## config.mk

```make
export PLATFORM = sky130hd
export DESIGN_NAME = two_class_priority_queue_top
export DESIGN_NICKNAME = d
export VERILOG_FILES = /design/src/rtl/tcpq_pkg.sv /design/src/rtl/tcpq_ram.sv /design/src/rtl/tcpq_match.sv /design/src/rtl/two_class_priority_queue_top.sv
export VERILOG_INCLUDE_DIRS = /design/src /design/src/rtl
export SDC_FILE = /design/constraint.sdc
export NUM_CORES = 2
export LEC_CHECK = 0
export ABC_AREA = 1
export BUFFER_PORTS_ARGS = -buffer_cell sky130_fd_sc_hd__buf_2
export CAP_MARGIN = 10
export CORE_MARGIN = 4
export CORE_UTILIZATION = 45
export CTS_BUF_LIST = sky130_fd_sc_hd__clkbuf_16
export CTS_CLUSTER_SIZE = 40
export DETAILED_ROUTE_END_ITERATION = 8
export HOLD_SLACK_MARGIN = 0.15
export PLACE_DENSITY = 0.71
export SLEW_MARGIN = 20
export SYNTH_ARGS = -nofsm -noshare
export SYNTH_HDL_FRONTEND = slang
export SYNTH_HIERARCHICAL = 1
export SYNTH_SLANG_ARGS = --single-unit
```

## constraint.sdc

```tcl
create_clock -name clk -period 4.57 [get_ports clk]
set_input_delay 0.2285 -clock clk [delete_from_list [all_inputs] [get_ports clk]]
set_output_delay 0.2285 -clock clk [all_outputs]
set_load 0.01 [all_outputs]
```

## src/rtl/assert_macros.svh

```systemverilog
// assertion helpers shared by the rtl
`ifndef ASSERT_MACROS_SVH
`define ASSERT_MACROS_SVH

// property checked on every rising clock edge outside reset
`define TCPQ_ASSERT(name, clk, rst_n, prop, msg) \
    name: assert property (@(posedge clk) disable iff (!rst_n) prop) else $error(msg);

// implication whose consequent is checked in the cycle after the antecedent
`define TCPQ_ASSERT_NEXT(name, clk, rst_n, ante, cons, msg) \
    name: assert property (@(posedge clk) disable iff (!rst_n) (ante) |=> (cons)) \
        else $error(msg);

`endif

```

## src/rtl/tcpq_pkg.sv

```systemverilog
// ----------------------------------------------------------------------------
// tcpq_pkg
// Shared types, sizes, codes and helpers of the two-class priority queue.
// ----------------------------------------------------------------------------
package tcpq_pkg;

    // sizing
    localparam int QUEUE_DEPTH = 16;
    localparam int HIST_DEPTH  = 64;
    localparam int ID_BITS     = 10;

    // fixed item field widths
    localparam int ID_FIELD_W  = 10;
    localparam int REF_W       = 16;
    localparam int CNT_FIELD_W = 5;

    // derived widths
    localparam int QA_W   = $clog2(QUEUE_DEPTH);
    localparam int QC_W   = $clog2(QUEUE_DEPTH + 1);
    localparam int HA_W   = $clog2(HIST_DEPTH);
    localparam int HC_W   = $clog2(HIST_DEPTH + 1);
    localparam int SA_W   = (QA_W > HA_W) ? QA_W : HA_W;
    localparam int SL_W   = (QC_W > HC_W) ? QC_W : HC_W;
    localparam int ENTRY_W = ID_BITS + REF_W;

    // request kinds
    localparam logic [1:0] KIND_INSERT = 2'd0;
    localparam logic [1:0] KIND_SERVE  = 2'd1;
    localparam logic [1:0] KIND_PEEK   = 2'd2;

    // result status codes
    localparam logic [1:0] STAT_OK    = 2'd0;
    localparam logic [1:0] STAT_EMPTY = 2'd1;
    localparam logic [1:0] STAT_DUP   = 2'd2;
    localparam logic [1:0] STAT_FULL  = 2'd3;

    // request item
    typedef struct packed {
        logic [1:0]            kind;
        logic [ID_FIELD_W-1:0] pet_id;
        logic [REF_W-1:0]      record_ref;
        logic                  priority_class;
    } req_t;

    // result item
    typedef struct packed {
        logic [1:0]             status;
        logic [ID_FIELD_W-1:0]  out_id;
        logic [REF_W-1:0]       out_record_ref;
        logic                   out_class;
        logic [CNT_FIELD_W-1:0] urgent_count;
        logic [CNT_FIELD_W-1:0] normal_count;
    } rsp_t;

    // control of the id compare unit
    typedef struct packed {
        logic clear;
        logic en;
    } match_ctl_t;

    // next queue slot with wrap
    function automatic logic [QA_W-1:0] step_q(input logic [QA_W-1:0] i);
        logic [QA_W-1:0] r;
        if (i == QA_W'(QUEUE_DEPTH - 1))
            r = '0;
        else
            r = i + QA_W'(1);
        return r;
    endfunction

    // next history slot with wrap
    function automatic logic [HA_W-1:0] step_h(input logic [HA_W-1:0] i);
        logic [HA_W-1:0] r;
        if (i == HA_W'(HIST_DEPTH - 1))
            r = '0;
        else
            r = i + HA_W'(1);
        return r;
    endfunction

endpackage

```

## src/rtl/tcpq_ram.sv

```systemverilog
// ----------------------------------------------------------------------------
// tcpq_ram
// Generic single-write, single-read memory with registered read data.
// ----------------------------------------------------------------------------
module tcpq_ram #(
    parameter int WIDTH = 8,
    parameter int DEPTH = 16
) (
    input  logic                     clk,
    input  logic                     we,
    input  logic [$clog2(DEPTH)-1:0] waddr,
    input  logic [WIDTH-1:0]         wdata,
    input  logic [$clog2(DEPTH)-1:0] raddr,
    output logic [WIDTH-1:0]         rdata
);

    logic [WIDTH-1:0] mem [DEPTH];
    logic [WIDTH-1:0] rdata_reg;

    // write port
    always_ff @(posedge clk)
    begin
        if (we)
            mem[waddr] <= wdata;
    end

    // registered read port
    always_ff @(posedge clk)
    begin
        rdata_reg <= mem[raddr];
    end

    assign rdata = rdata_reg;

endmodule

```

## src/rtl/tcpq_match.sv

```systemverilog
// ----------------------------------------------------------------------------
// tcpq_match
// Shared id compare unit: one stored id per cycle against the key.
// ----------------------------------------------------------------------------
module tcpq_match (
    input  logic                        clk,
    input  logic                        rst_n,
    input  tcpq_pkg::match_ctl_t        ctl,
    input  logic [tcpq_pkg::ID_BITS-1:0] key,
    input  logic [tcpq_pkg::ID_BITS-1:0] data,
    output logic                        hit
);

    logic hit_reg;
    logic hit_next;

    // sticky hit flag, cleared at the start of a scan
    always_comb
    begin
        hit_next = hit_reg;
        if (ctl.clear)
            hit_next = 1'b0;
        else if (ctl.en && (data == key))
            hit_next = 1'b1;
    end

    always_ff @(posedge clk or negedge rst_n)
    begin
        if (!rst_n)
            hit_reg <= 1'b0;
        else
            hit_reg <= hit_next;
    end

    assign hit = hit_reg;

endmodule

```

## src/rtl/two_class_priority_queue_top.sv

```systemverilog
// ----------------------------------------------------------------------------
// two_class_priority_queue_top
// Urgent and normal FIFOs with strict-priority service and a served-id ring.
// ----------------------------------------------------------------------------
// Usage:
// - req channel (req_valid/req_stall/req) takes insert, serve and peek items;
//   rsp channel (rsp_valid/rsp_stall/rsp) returns one result item for each.
// - req_stall is high while an item is being worked on; one item at a time.
// - insert: the id is compared against every waiting urgent entry, every
//   waiting normal entry and every history entry, one per cycle through a
//   single compare unit.
// - serve and peek read the head entry from the queue memory; empty queues
//   and unused kinds go straight to the result.
// - the result sits in an output register; the next item can be accepted
//   while it waits. If the receiver stalls and a second result is ready,
//   that result waits in the sequencer until the register frees up.
// - reset clears queue pointers, counts, history pointers and the output
//   valid; memories are not cleared and are only read where written.
// ----------------------------------------------------------------------------
`include "assert_macros.svh"

module two_class_priority_queue_top (
    input  logic           clk,
    input  logic           rst_n,
    input  logic           req_valid,
    output logic           req_stall,
    input  tcpq_pkg::req_t req,
    output logic           rsp_valid,
    input  logic           rsp_stall,
    output tcpq_pkg::rsp_t rsp
);

    // sequencer states
    localparam logic [2:0] ST_IDLE   = 3'd0;
    localparam logic [2:0] ST_SCAN_U = 3'd1;
    localparam logic [2:0] ST_SCAN_N = 3'd2;
    localparam logic [2:0] ST_SCAN_H = 3'd3;
    localparam logic [2:0] ST_DECIDE = 3'd4;
    localparam logic [2:0] ST_HEAD   = 3'd5;
    localparam logic [2:0] ST_FINISH = 3'd6;

    // scan sources
    localparam logic [1:0] SRC_U = 2'd0;
    localparam logic [1:0] SRC_N = 2'd1;
    localparam logic [1:0] SRC_H = 2'd2;

    localparam int IDB = tcpq_pkg::ID_BITS;
    localparam int QAW = tcpq_pkg::QA_W;
    localparam int QCW = tcpq_pkg::QC_W;
    localparam int HAW = tcpq_pkg::HA_W;
    localparam int HCW = tcpq_pkg::HC_W;
    localparam int SAW = tcpq_pkg::SA_W;
    localparam int SLW = tcpq_pkg::SL_W;
    localparam int EW  = tcpq_pkg::ENTRY_W;
    localparam int RW  = tcpq_pkg::REF_W;

    logic [2:0]     state_reg, state_next;

    // queue pointers
    logic [QAW-1:0] u_head_reg, u_head_next, u_tail_reg, u_tail_next;
    logic [QCW-1:0] u_count_reg, u_count_next;
    logic [QAW-1:0] n_head_reg, n_head_next, n_tail_reg, n_tail_next;
    logic [QCW-1:0] n_count_reg, n_count_next;

    // history pointers
    logic [HAW-1:0] h_wr_reg, h_wr_next;
    logic [HCW-1:0] h_count_reg, h_count_next;

    // scan control
    logic [SAW-1:0] scan_addr_reg, scan_addr_next;
    logic [SLW-1:0] scan_left_reg, scan_left_next;
    logic           pend_reg, pend_next;
    logic [1:0]     src_reg, src_next;

    // captured request
    logic [IDB-1:0] key_reg, key_next;
    logic [RW-1:0]  ref_reg, ref_next;
    logic           cls_reg, cls_next;
    logic           serve_reg, serve_next;

    // result being built
    logic [1:0]     res_status_reg, res_status_next;
    logic [IDB-1:0] res_id_reg, res_id_next;
    logic [RW-1:0]  res_ref_reg, res_ref_next;
    logic           res_cls_reg, res_cls_next;

    // output register
    logic           rsp_valid_reg, rsp_valid_next;
    tcpq_pkg::rsp_t rsp_reg, rsp_next;

    // memory ports
    logic           u_we, n_we, h_we;
    logic [QAW-1:0] u_waddr, n_waddr, u_raddr, n_raddr;
    logic [EW-1:0]  q_wdata, u_rdata, n_rdata;
    logic [IDB-1:0] h_rdata, h_wdata;

    // compare unit
    tcpq_pkg::match_ctl_t mctl;
    logic [IDB-1:0]       cmp_data;
    logic                 hit;
    logic                 can_load;
    logic                 accept;
    logic [EW-1:0]        head_entry;

    assign accept   = req_valid && !req_stall;
    assign can_load = !rsp_valid_reg || !rsp_stall;

    // memory addressing: scan address while scanning, head otherwise
    assign u_raddr = (state_reg == ST_SCAN_U) ? scan_addr_reg[QAW-1:0] : u_head_reg;
    assign n_raddr = (state_reg == ST_SCAN_N) ? scan_addr_reg[QAW-1:0] : n_head_reg;
    assign q_wdata = {key_reg, ref_reg};
    assign u_waddr = u_tail_reg;
    assign n_waddr = n_tail_reg;
    assign head_entry = res_cls_reg ? n_rdata : u_rdata;
    assign h_wdata = head_entry[EW-1:RW];

    tcpq_ram #(.WIDTH(EW), .DEPTH(tcpq_pkg::QUEUE_DEPTH)) u_urgent_ram (
        .clk   (clk),
        .we    (u_we),
        .waddr (u_waddr),
        .wdata (q_wdata),
        .raddr (u_raddr),
        .rdata (u_rdata)
    );

    tcpq_ram #(.WIDTH(EW), .DEPTH(tcpq_pkg::QUEUE_DEPTH)) u_normal_ram (
        .clk   (clk),
        .we    (n_we),
        .waddr (n_waddr),
        .wdata (q_wdata),
        .raddr (n_raddr),
        .rdata (n_rdata)
    );

    tcpq_ram #(.WIDTH(IDB), .DEPTH(tcpq_pkg::HIST_DEPTH)) u_hist_ram (
        .clk   (clk),
        .we    (h_we),
        .waddr (h_wr_reg),
        .wdata (h_wdata),
        .raddr (scan_addr_reg[HAW-1:0]),
        .rdata (h_rdata)
    );

    // compare data follows the source of the read issued last cycle
    always_comb
    begin
        unique case (src_reg)
            SRC_U:   cmp_data = u_rdata[EW-1:RW];
            SRC_N:   cmp_data = n_rdata[EW-1:RW];
            default: cmp_data = h_rdata;
        endcase
    end

    assign mctl.clear = accept;
    assign mctl.en    = pend_reg;

    tcpq_match u_match (
        .clk   (clk),
        .rst_n (rst_n),
        .ctl   (mctl),
        .key   (key_reg),
        .data  (cmp_data),
        .hit   (hit)
    );

    // sequencer
    always_comb
    begin
        state_next      = state_reg;
        u_head_next     = u_head_reg;
        u_tail_next     = u_tail_reg;
        u_count_next    = u_count_reg;
        n_head_next     = n_head_reg;
        n_tail_next     = n_tail_reg;
        n_count_next    = n_count_reg;
        h_wr_next       = h_wr_reg;
        h_count_next    = h_count_reg;
        scan_addr_next  = scan_addr_reg;
        scan_left_next  = scan_left_reg;
        pend_next       = 1'b0;
        src_next        = src_reg;
        key_next        = key_reg;
        ref_next        = ref_reg;
        cls_next        = cls_reg;
        serve_next      = serve_reg;
        res_status_next = res_status_reg;
        res_id_next     = res_id_reg;
        res_ref_next    = res_ref_reg;
        res_cls_next    = res_cls_reg;
        u_we            = 1'b0;
        n_we            = 1'b0;
        h_we            = 1'b0;

        unique case (state_reg)
            ST_IDLE:
            begin
                if (req_valid)
                begin
                    key_next        = req.pet_id[IDB-1:0];
                    ref_next        = req.record_ref;
                    cls_next        = req.priority_class;
                    serve_next      = (req.kind == tcpq_pkg::KIND_SERVE);
                    res_status_next = tcpq_pkg::STAT_OK;
                    res_id_next     = '0;
                    res_ref_next    = '0;
                    res_cls_next    = 1'b0;
                    if (req.kind == tcpq_pkg::KIND_INSERT)
                    begin
                        scan_addr_next = SAW'(u_head_reg);
                        scan_left_next = SLW'(u_count_reg);
                        state_next     = ST_SCAN_U;
                    end
                    else if (req.kind == tcpq_pkg::KIND_SERVE ||
                             req.kind == tcpq_pkg::KIND_PEEK)
                    begin
                        if (u_count_reg != '0)
                        begin
                            res_cls_next = 1'b0;
                            state_next   = ST_HEAD;
                        end
                        else if (n_count_reg != '0)
                        begin
                            res_cls_next = 1'b1;
                            state_next   = ST_HEAD;
                        end
                        else
                        begin
                            res_status_next = tcpq_pkg::STAT_EMPTY;
                            state_next      = ST_FINISH;
                        end
                    end
                    else
                    begin
                        state_next = ST_FINISH;
                    end
                end
            end

            // walk the waiting urgent entries from the head
            ST_SCAN_U:
            begin
                if (scan_left_reg != '0)
                begin
                    pend_next      = 1'b1;
                    src_next       = SRC_U;
                    scan_addr_next = SAW'(tcpq_pkg::step_q(scan_addr_reg[QAW-1:0]));
                    scan_left_next = scan_left_reg - SLW'(1);
                end
                else
                begin
                    scan_addr_next = SAW'(n_head_reg);
                    scan_left_next = SLW'(n_count_reg);
                    state_next     = ST_SCAN_N;
                end
            end

            // walk the waiting normal entries from the head
            ST_SCAN_N:
            begin
                if (scan_left_reg != '0)
                begin
                    pend_next      = 1'b1;
                    src_next       = SRC_N;
                    scan_addr_next = SAW'(tcpq_pkg::step_q(scan_addr_reg[QAW-1:0]));
                    scan_left_next = scan_left_reg - SLW'(1);
                end
                else
                begin
                    scan_addr_next = '0;
                    scan_left_next = SLW'(h_count_reg);
                    state_next     = ST_SCAN_H;
                end
            end

            // walk the written history slots
            ST_SCAN_H:
            begin
                if (scan_left_reg != '0)
                begin
                    pend_next      = 1'b1;
                    src_next       = SRC_H;
                    scan_addr_next = scan_addr_reg + SAW'(1);
                    scan_left_next = scan_left_reg - SLW'(1);
                end
                else
                begin
                    state_next = ST_DECIDE;
                end
            end

            // duplicate first, then full, else write at the tail
            ST_DECIDE:
            begin
                if (hit)
                    res_status_next = tcpq_pkg::STAT_DUP;
                else if (!cls_reg && u_count_reg >= QCW'(tcpq_pkg::QUEUE_DEPTH))
                    res_status_next = tcpq_pkg::STAT_FULL;
                else if (cls_reg && n_count_reg >= QCW'(tcpq_pkg::QUEUE_DEPTH))
                    res_status_next = tcpq_pkg::STAT_FULL;
                else if (!cls_reg)
                begin
                    u_we         = 1'b1;
                    u_tail_next  = tcpq_pkg::step_q(u_tail_reg);
                    u_count_next = u_count_reg + QCW'(1);
                end
                else
                begin
                    n_we         = 1'b1;
                    n_tail_next  = tcpq_pkg::step_q(n_tail_reg);
                    n_count_next = n_count_reg + QCW'(1);
                end
                state_next = ST_FINISH;
            end

            // head entry is on the read port; pop and log on serve
            ST_HEAD:
            begin
                res_id_next  = head_entry[EW-1:RW];
                res_ref_next = head_entry[RW-1:0];
                if (serve_reg)
                begin
                    h_we      = 1'b1;
                    h_wr_next = tcpq_pkg::step_h(h_wr_reg);
                    if (h_count_reg < HCW'(tcpq_pkg::HIST_DEPTH))
                        h_count_next = h_count_reg + HCW'(1);
                    if (!res_cls_reg)
                    begin
                        u_head_next  = tcpq_pkg::step_q(u_head_reg);
                        u_count_next = u_count_reg - QCW'(1);
                    end
                    else
                    begin
                        n_head_next  = tcpq_pkg::step_q(n_head_reg);
                        n_count_next = n_count_reg - QCW'(1);
                    end
                end
                state_next = ST_FINISH;
            end

            // hand the result to the output register once it is free
            ST_FINISH:
            begin
                if (can_load)
                    state_next = ST_IDLE;
            end

            default:
            begin
                state_next = ST_IDLE;
            end
        endcase
    end

    // output register
    always_comb
    begin
        rsp_valid_next = rsp_valid_reg;
        rsp_next       = rsp_reg;
        if (state_reg == ST_FINISH && can_load)
        begin
            rsp_valid_next          = 1'b1;
            rsp_next.status         = res_status_reg;
            rsp_next.out_id         = tcpq_pkg::ID_FIELD_W'(res_id_reg);
            rsp_next.out_record_ref = res_ref_reg;
            rsp_next.out_class      = res_cls_reg;
            rsp_next.urgent_count   = tcpq_pkg::CNT_FIELD_W'(u_count_reg);
            rsp_next.normal_count   = tcpq_pkg::CNT_FIELD_W'(n_count_reg);
        end
        else if (rsp_valid_reg && !rsp_stall)
        begin
            rsp_valid_next = 1'b0;
        end
    end

    // control registers
    always_ff @(posedge clk or negedge rst_n)
    begin
        if (!rst_n)
        begin
            state_reg     <= ST_IDLE;
            u_head_reg    <= '0;
            u_tail_reg    <= '0;
            u_count_reg   <= '0;
            n_head_reg    <= '0;
            n_tail_reg    <= '0;
            n_count_reg   <= '0;
            h_wr_reg      <= '0;
            h_count_reg   <= '0;
            scan_left_reg <= '0;
            pend_reg      <= 1'b0;
            src_reg       <= SRC_U;
            rsp_valid_reg <= 1'b0;
        end
        else
        begin
            state_reg     <= state_next;
            u_head_reg    <= u_head_next;
            u_tail_reg    <= u_tail_next;
            u_count_reg   <= u_count_next;
            n_head_reg    <= n_head_next;
            n_tail_reg    <= n_tail_next;
            n_count_reg   <= n_count_next;
            h_wr_reg      <= h_wr_next;
            h_count_reg   <= h_count_next;
            scan_left_reg <= scan_left_next;
            pend_reg      <= pend_next;
            src_reg       <= src_next;
            rsp_valid_reg <= rsp_valid_next;
        end
    end

    // payload registers
    always_ff @(posedge clk)
    begin
        scan_addr_reg  <= scan_addr_next;
        key_reg        <= key_next;
        ref_reg        <= ref_next;
        cls_reg        <= cls_next;
        serve_reg      <= serve_next;
        res_status_reg <= res_status_next;
        res_id_reg     <= res_id_next;
        res_ref_reg    <= res_ref_next;
        res_cls_reg    <= res_cls_next;
        rsp_reg        <= rsp_next;
    end

    assign req_stall = (state_reg != ST_IDLE);
    assign rsp_valid = rsp_valid_reg;
    assign rsp       = rsp_reg;

    // checks
    `TCPQ_ASSERT_NEXT(a_finish_loads, clk, rst_n,
        state_reg == ST_FINISH && can_load, rsp_valid_reg && state_reg == ST_IDLE,
        "finished result not loaded into output register")
    `TCPQ_ASSERT_NEXT(a_insert_grows, clk, rst_n, u_we,
        u_count_reg == $past(u_count_reg) + QCW'(1),
        "urgent write without count increment")
    `TCPQ_ASSERT(a_hist_monotonic, clk, rst_n,
        h_count_reg >= $past(h_count_reg),
        "history count decreased")

endmodule

```

==> run metrics <==
# placed instances=8,427; Wirelength per Cell=20.26 µm; Initial DRC Count=5,576; CTS tree=done; Post-synth EDFFs=1,574; crit end category=register; # rows=145; Int Power=0.02971 W; ratio of final minimum period to clock period=0.7303; Setup WS post-layout=1.232 ns; Post-Layout Cell Count=8,787; MaxCap Viol Count=0; Psw=0.01690 W; power share of the clock group=0.269; synthesized flop and latch total=1,690; commonest register cell after synthesis=edfxtp_1; Synth Area in Adders=0.003573; post-synthesis sequential area ratio=0.7049; Slew Limit Fails=0; Worst EP arrival=3.97 ns; Pleak=31.46 nW; number of global-route vias before repair=45,390; Critical Path Fanout Max=164; initial antenna violation count=3; Layout Skew=0.02601 ns; Worst-Margin Slew=1.289 ns; DR vias=47,390; post-synthesis mux area share=0; TritonCTS Buffers=163; Net count, final=6,658; PortBufs=73; CTS Root Cell=clkbuf_16; Post-Syn Nets=6,549; Min Hold Slack=0.2393 ns; Sw Share=0.3625; die width=404.5 µm; wl on met1=70,250 µm; GP Congestion=0.8437; synth unique cells=43; Tmin final=3.338 ns; setup violators final=0; Starting Density=0.4528; Post-Place Setup Slack=1.308 ns; total negative slack=0 ns; fmax=0.2996 GHz; share of layout cells above drive strength 1=0.07848; die height=404.5 µm; die area=163,600 µm²; status=finished clean; Syn Std Cell Area=70,730 µm²; CP Data Required Time=5.20 ns; Sequential Power Share=0.424; final WL=178,000 µm; crit path kind=reg2reg; Warnings, synthesis=6; main combinational cell family by area after synthesis=simple AND/OR/NAND/NOR gates; Remaining DRCs=0; Clock Latency Late Sink=0.77 ns; Cells after Synth=6,497; metal2 WL=84,900 µm; CP startpoint kind=register; CTS H-tree depth=4; relative slew slack=0.1407; Syn-to-layout area delta=11.87%; syn_area_per_cell=10.89 µm²; largest net degree at the start of global routing=209; Total GRT Usage=0.2134; clock slew at reported path FFs=0.06 ns; XOR/XNOR Fraction of Synth Area=0.003715; Async SR Flop Fraction=0.03195; metal3 WL=16,560 µm; DR pass1 iterations=8; Reg with most FFs=u_hist_ram/mem; Peak VDD IR=0.7600 mV; RSZ-0062 raised after global routing=no; Max clock buf depth=3; clk sinks=1,690; Util after Layout=0.5066; first-pass GRT wire length=269,200 µm; Largest regs=u_hist_ram/mem (640), u_normal_ram/mem (416), u_urgent_ram/mem (416); vias per inst=5.393; max reg flops=640; min-delay worst type=in2reg; post-synthesis simple-gate area fraction=0.2157; core box area=156,200 µm²; Synth Area in Compound Gates=0.006916; DR top layer=met4; GRT overflow=0; Ports=74; Power Dens Cells=589.0 nW/µm²; Comb pwr share=0.307; antenna-violating nets left=0; hpwl dp=97,580 µm; Final Hold Violating Endpoints=0
layer usage:
metal	up-vias	track usage
met5	-	0
met4	0	0.08544
met3	344	0.03661
met2	2407	0.3476
met1	22810	0.2866
li1	21830	-
cell type report:
type                    instances  area [µm²]
diodes                          1       2.502
clock buffers                 170        4254
clock inverters               117       638.1
fillers                     13200       77080
inverters                     754        2856
multi-input cells            3732       16640
flip-flops and latches       1690       49860
well taps                    2058        2575
repair buffers                265        2303
worst max-delay path, stage by stage, from the launching register on:
cell and delay [ns]:
edfxtp_1 0.46, buf_12 0.28, inv_4 0.60, buf_12 0.44, nand3_1 0.14, nand3_1 0.12, nand2_1 0.07, nand2_1 0.09
nand3_1 0.23, nand3_1 0.24, nand2_1 0.12
power groups by stage:
stage | clock (W) | combinational [W] | sequential [W]
floorplan | 0 | 0.00973 | 0.0198
global placement | 0 | 0.0136 | 0.0201
detailed placement | 0 | 0.0139 | 0.0201
CTS | 0.0127 | 0.0140 | 0.0198
global route | 0.0134 | 0.0157 | 0.0198
finish | 0.0125 | 0.0143 | 0.0197
layout by cell type, fill, tap and decap left out, types with 9 or more instances in the layout:
| master | count |
|---|---|
| nand2_1 | 2157 |
| edfxtp_1 | 1574 |
| nand3_1 | 1218 |
| inv_1 | 778 |
| clkbuf_16 | 170 |
| buf_4 | 104 |
| nor2_1 | 102 |
| buf_2 | 73 |
| dfxtp_1 | 62 |
| dfrtp_1 | 54 |
| dlygate4sd3_1 | 54 |
| a21oi_1 | 44 |
| clkinv_1 | 40 |
| nor2_4 | 36 |
| o21ai_0 | 27 |
| clkinv_2 | 26 |
| xor2_1 | 22 |
| ha_1 | 17 |
| nor2_2 | 16 |
| nand2_2 | 16 |
| nor3_1 | 16 |
| buf_12 | 16 |
| buf_8 | 12 |
| nand4_1 | 10 |
| inv_2 | 9 |
worst paths after layout:
path	start	to	slack, ns	cells after the start
max	scan_addr_reg[1]	u_hist_ram/rdata[0]	1.23	10
min	req[2]	ref_reg[1]	0.24	2
max reg2reg	scan_addr_reg[1]	u_hist_ram/rdata[0]	1.23	10
min reg2reg	res_ref_reg[14]	rsp[25]	0.44	0
max in group asynchronous	rst_n	h_wr_reg[2]	3.33	4
min in group asynchronous	rst_n	n_tail_reg[1]	0.67	4
cells by family (layout without fill, tap and decap cells):
family                     Yosys count  after routing
AOI/OAI and AO/OA                   93             93
xor gates and xnor gates            30             30
adders and majority gates           19             19
buffers and inverters             1075           1306
DFF                               1690           1690
other                                0              1
and+or+nand+nor                   3590           3590
stage by stage:
| stage | total power, W | area, µm² |
|---|---|---|
| finish | 0.04661 | 79130 |
| global placement | 0.03374 | 73340 |
| detailed placement | 0.03402 | 73370 |
| CTS | 0.04653 | 78800 |
| floorplan | 0.02953 | 70730 |
| global route | 0.04886 | 79130 |
synth_stat cells, types with 29 or more instances:
master	number	area, µm²
dfxtp_1	62	1241
buf_4	57	427.9
buf_2	124	620.6
nand3_1	1218	6096
nor2_1	142	533.0
a21oi_1	44	220.2
buf_1	29	108.9
edfxtp_1	1574	47270
clkbuf_1	84	315.3
dfrtp_1	54	1351
nand2_1	2167	8134
o21ai_0	36	180.2
inv_1	734	2755
repair_timing:
action,in CTS,in global routing
resized for setup,0,0
setup buffers,0,0
hold endpoints to repair,95,0
hold buffers,54,0
No activity file was read; power rests on OpenSTA's default activity.
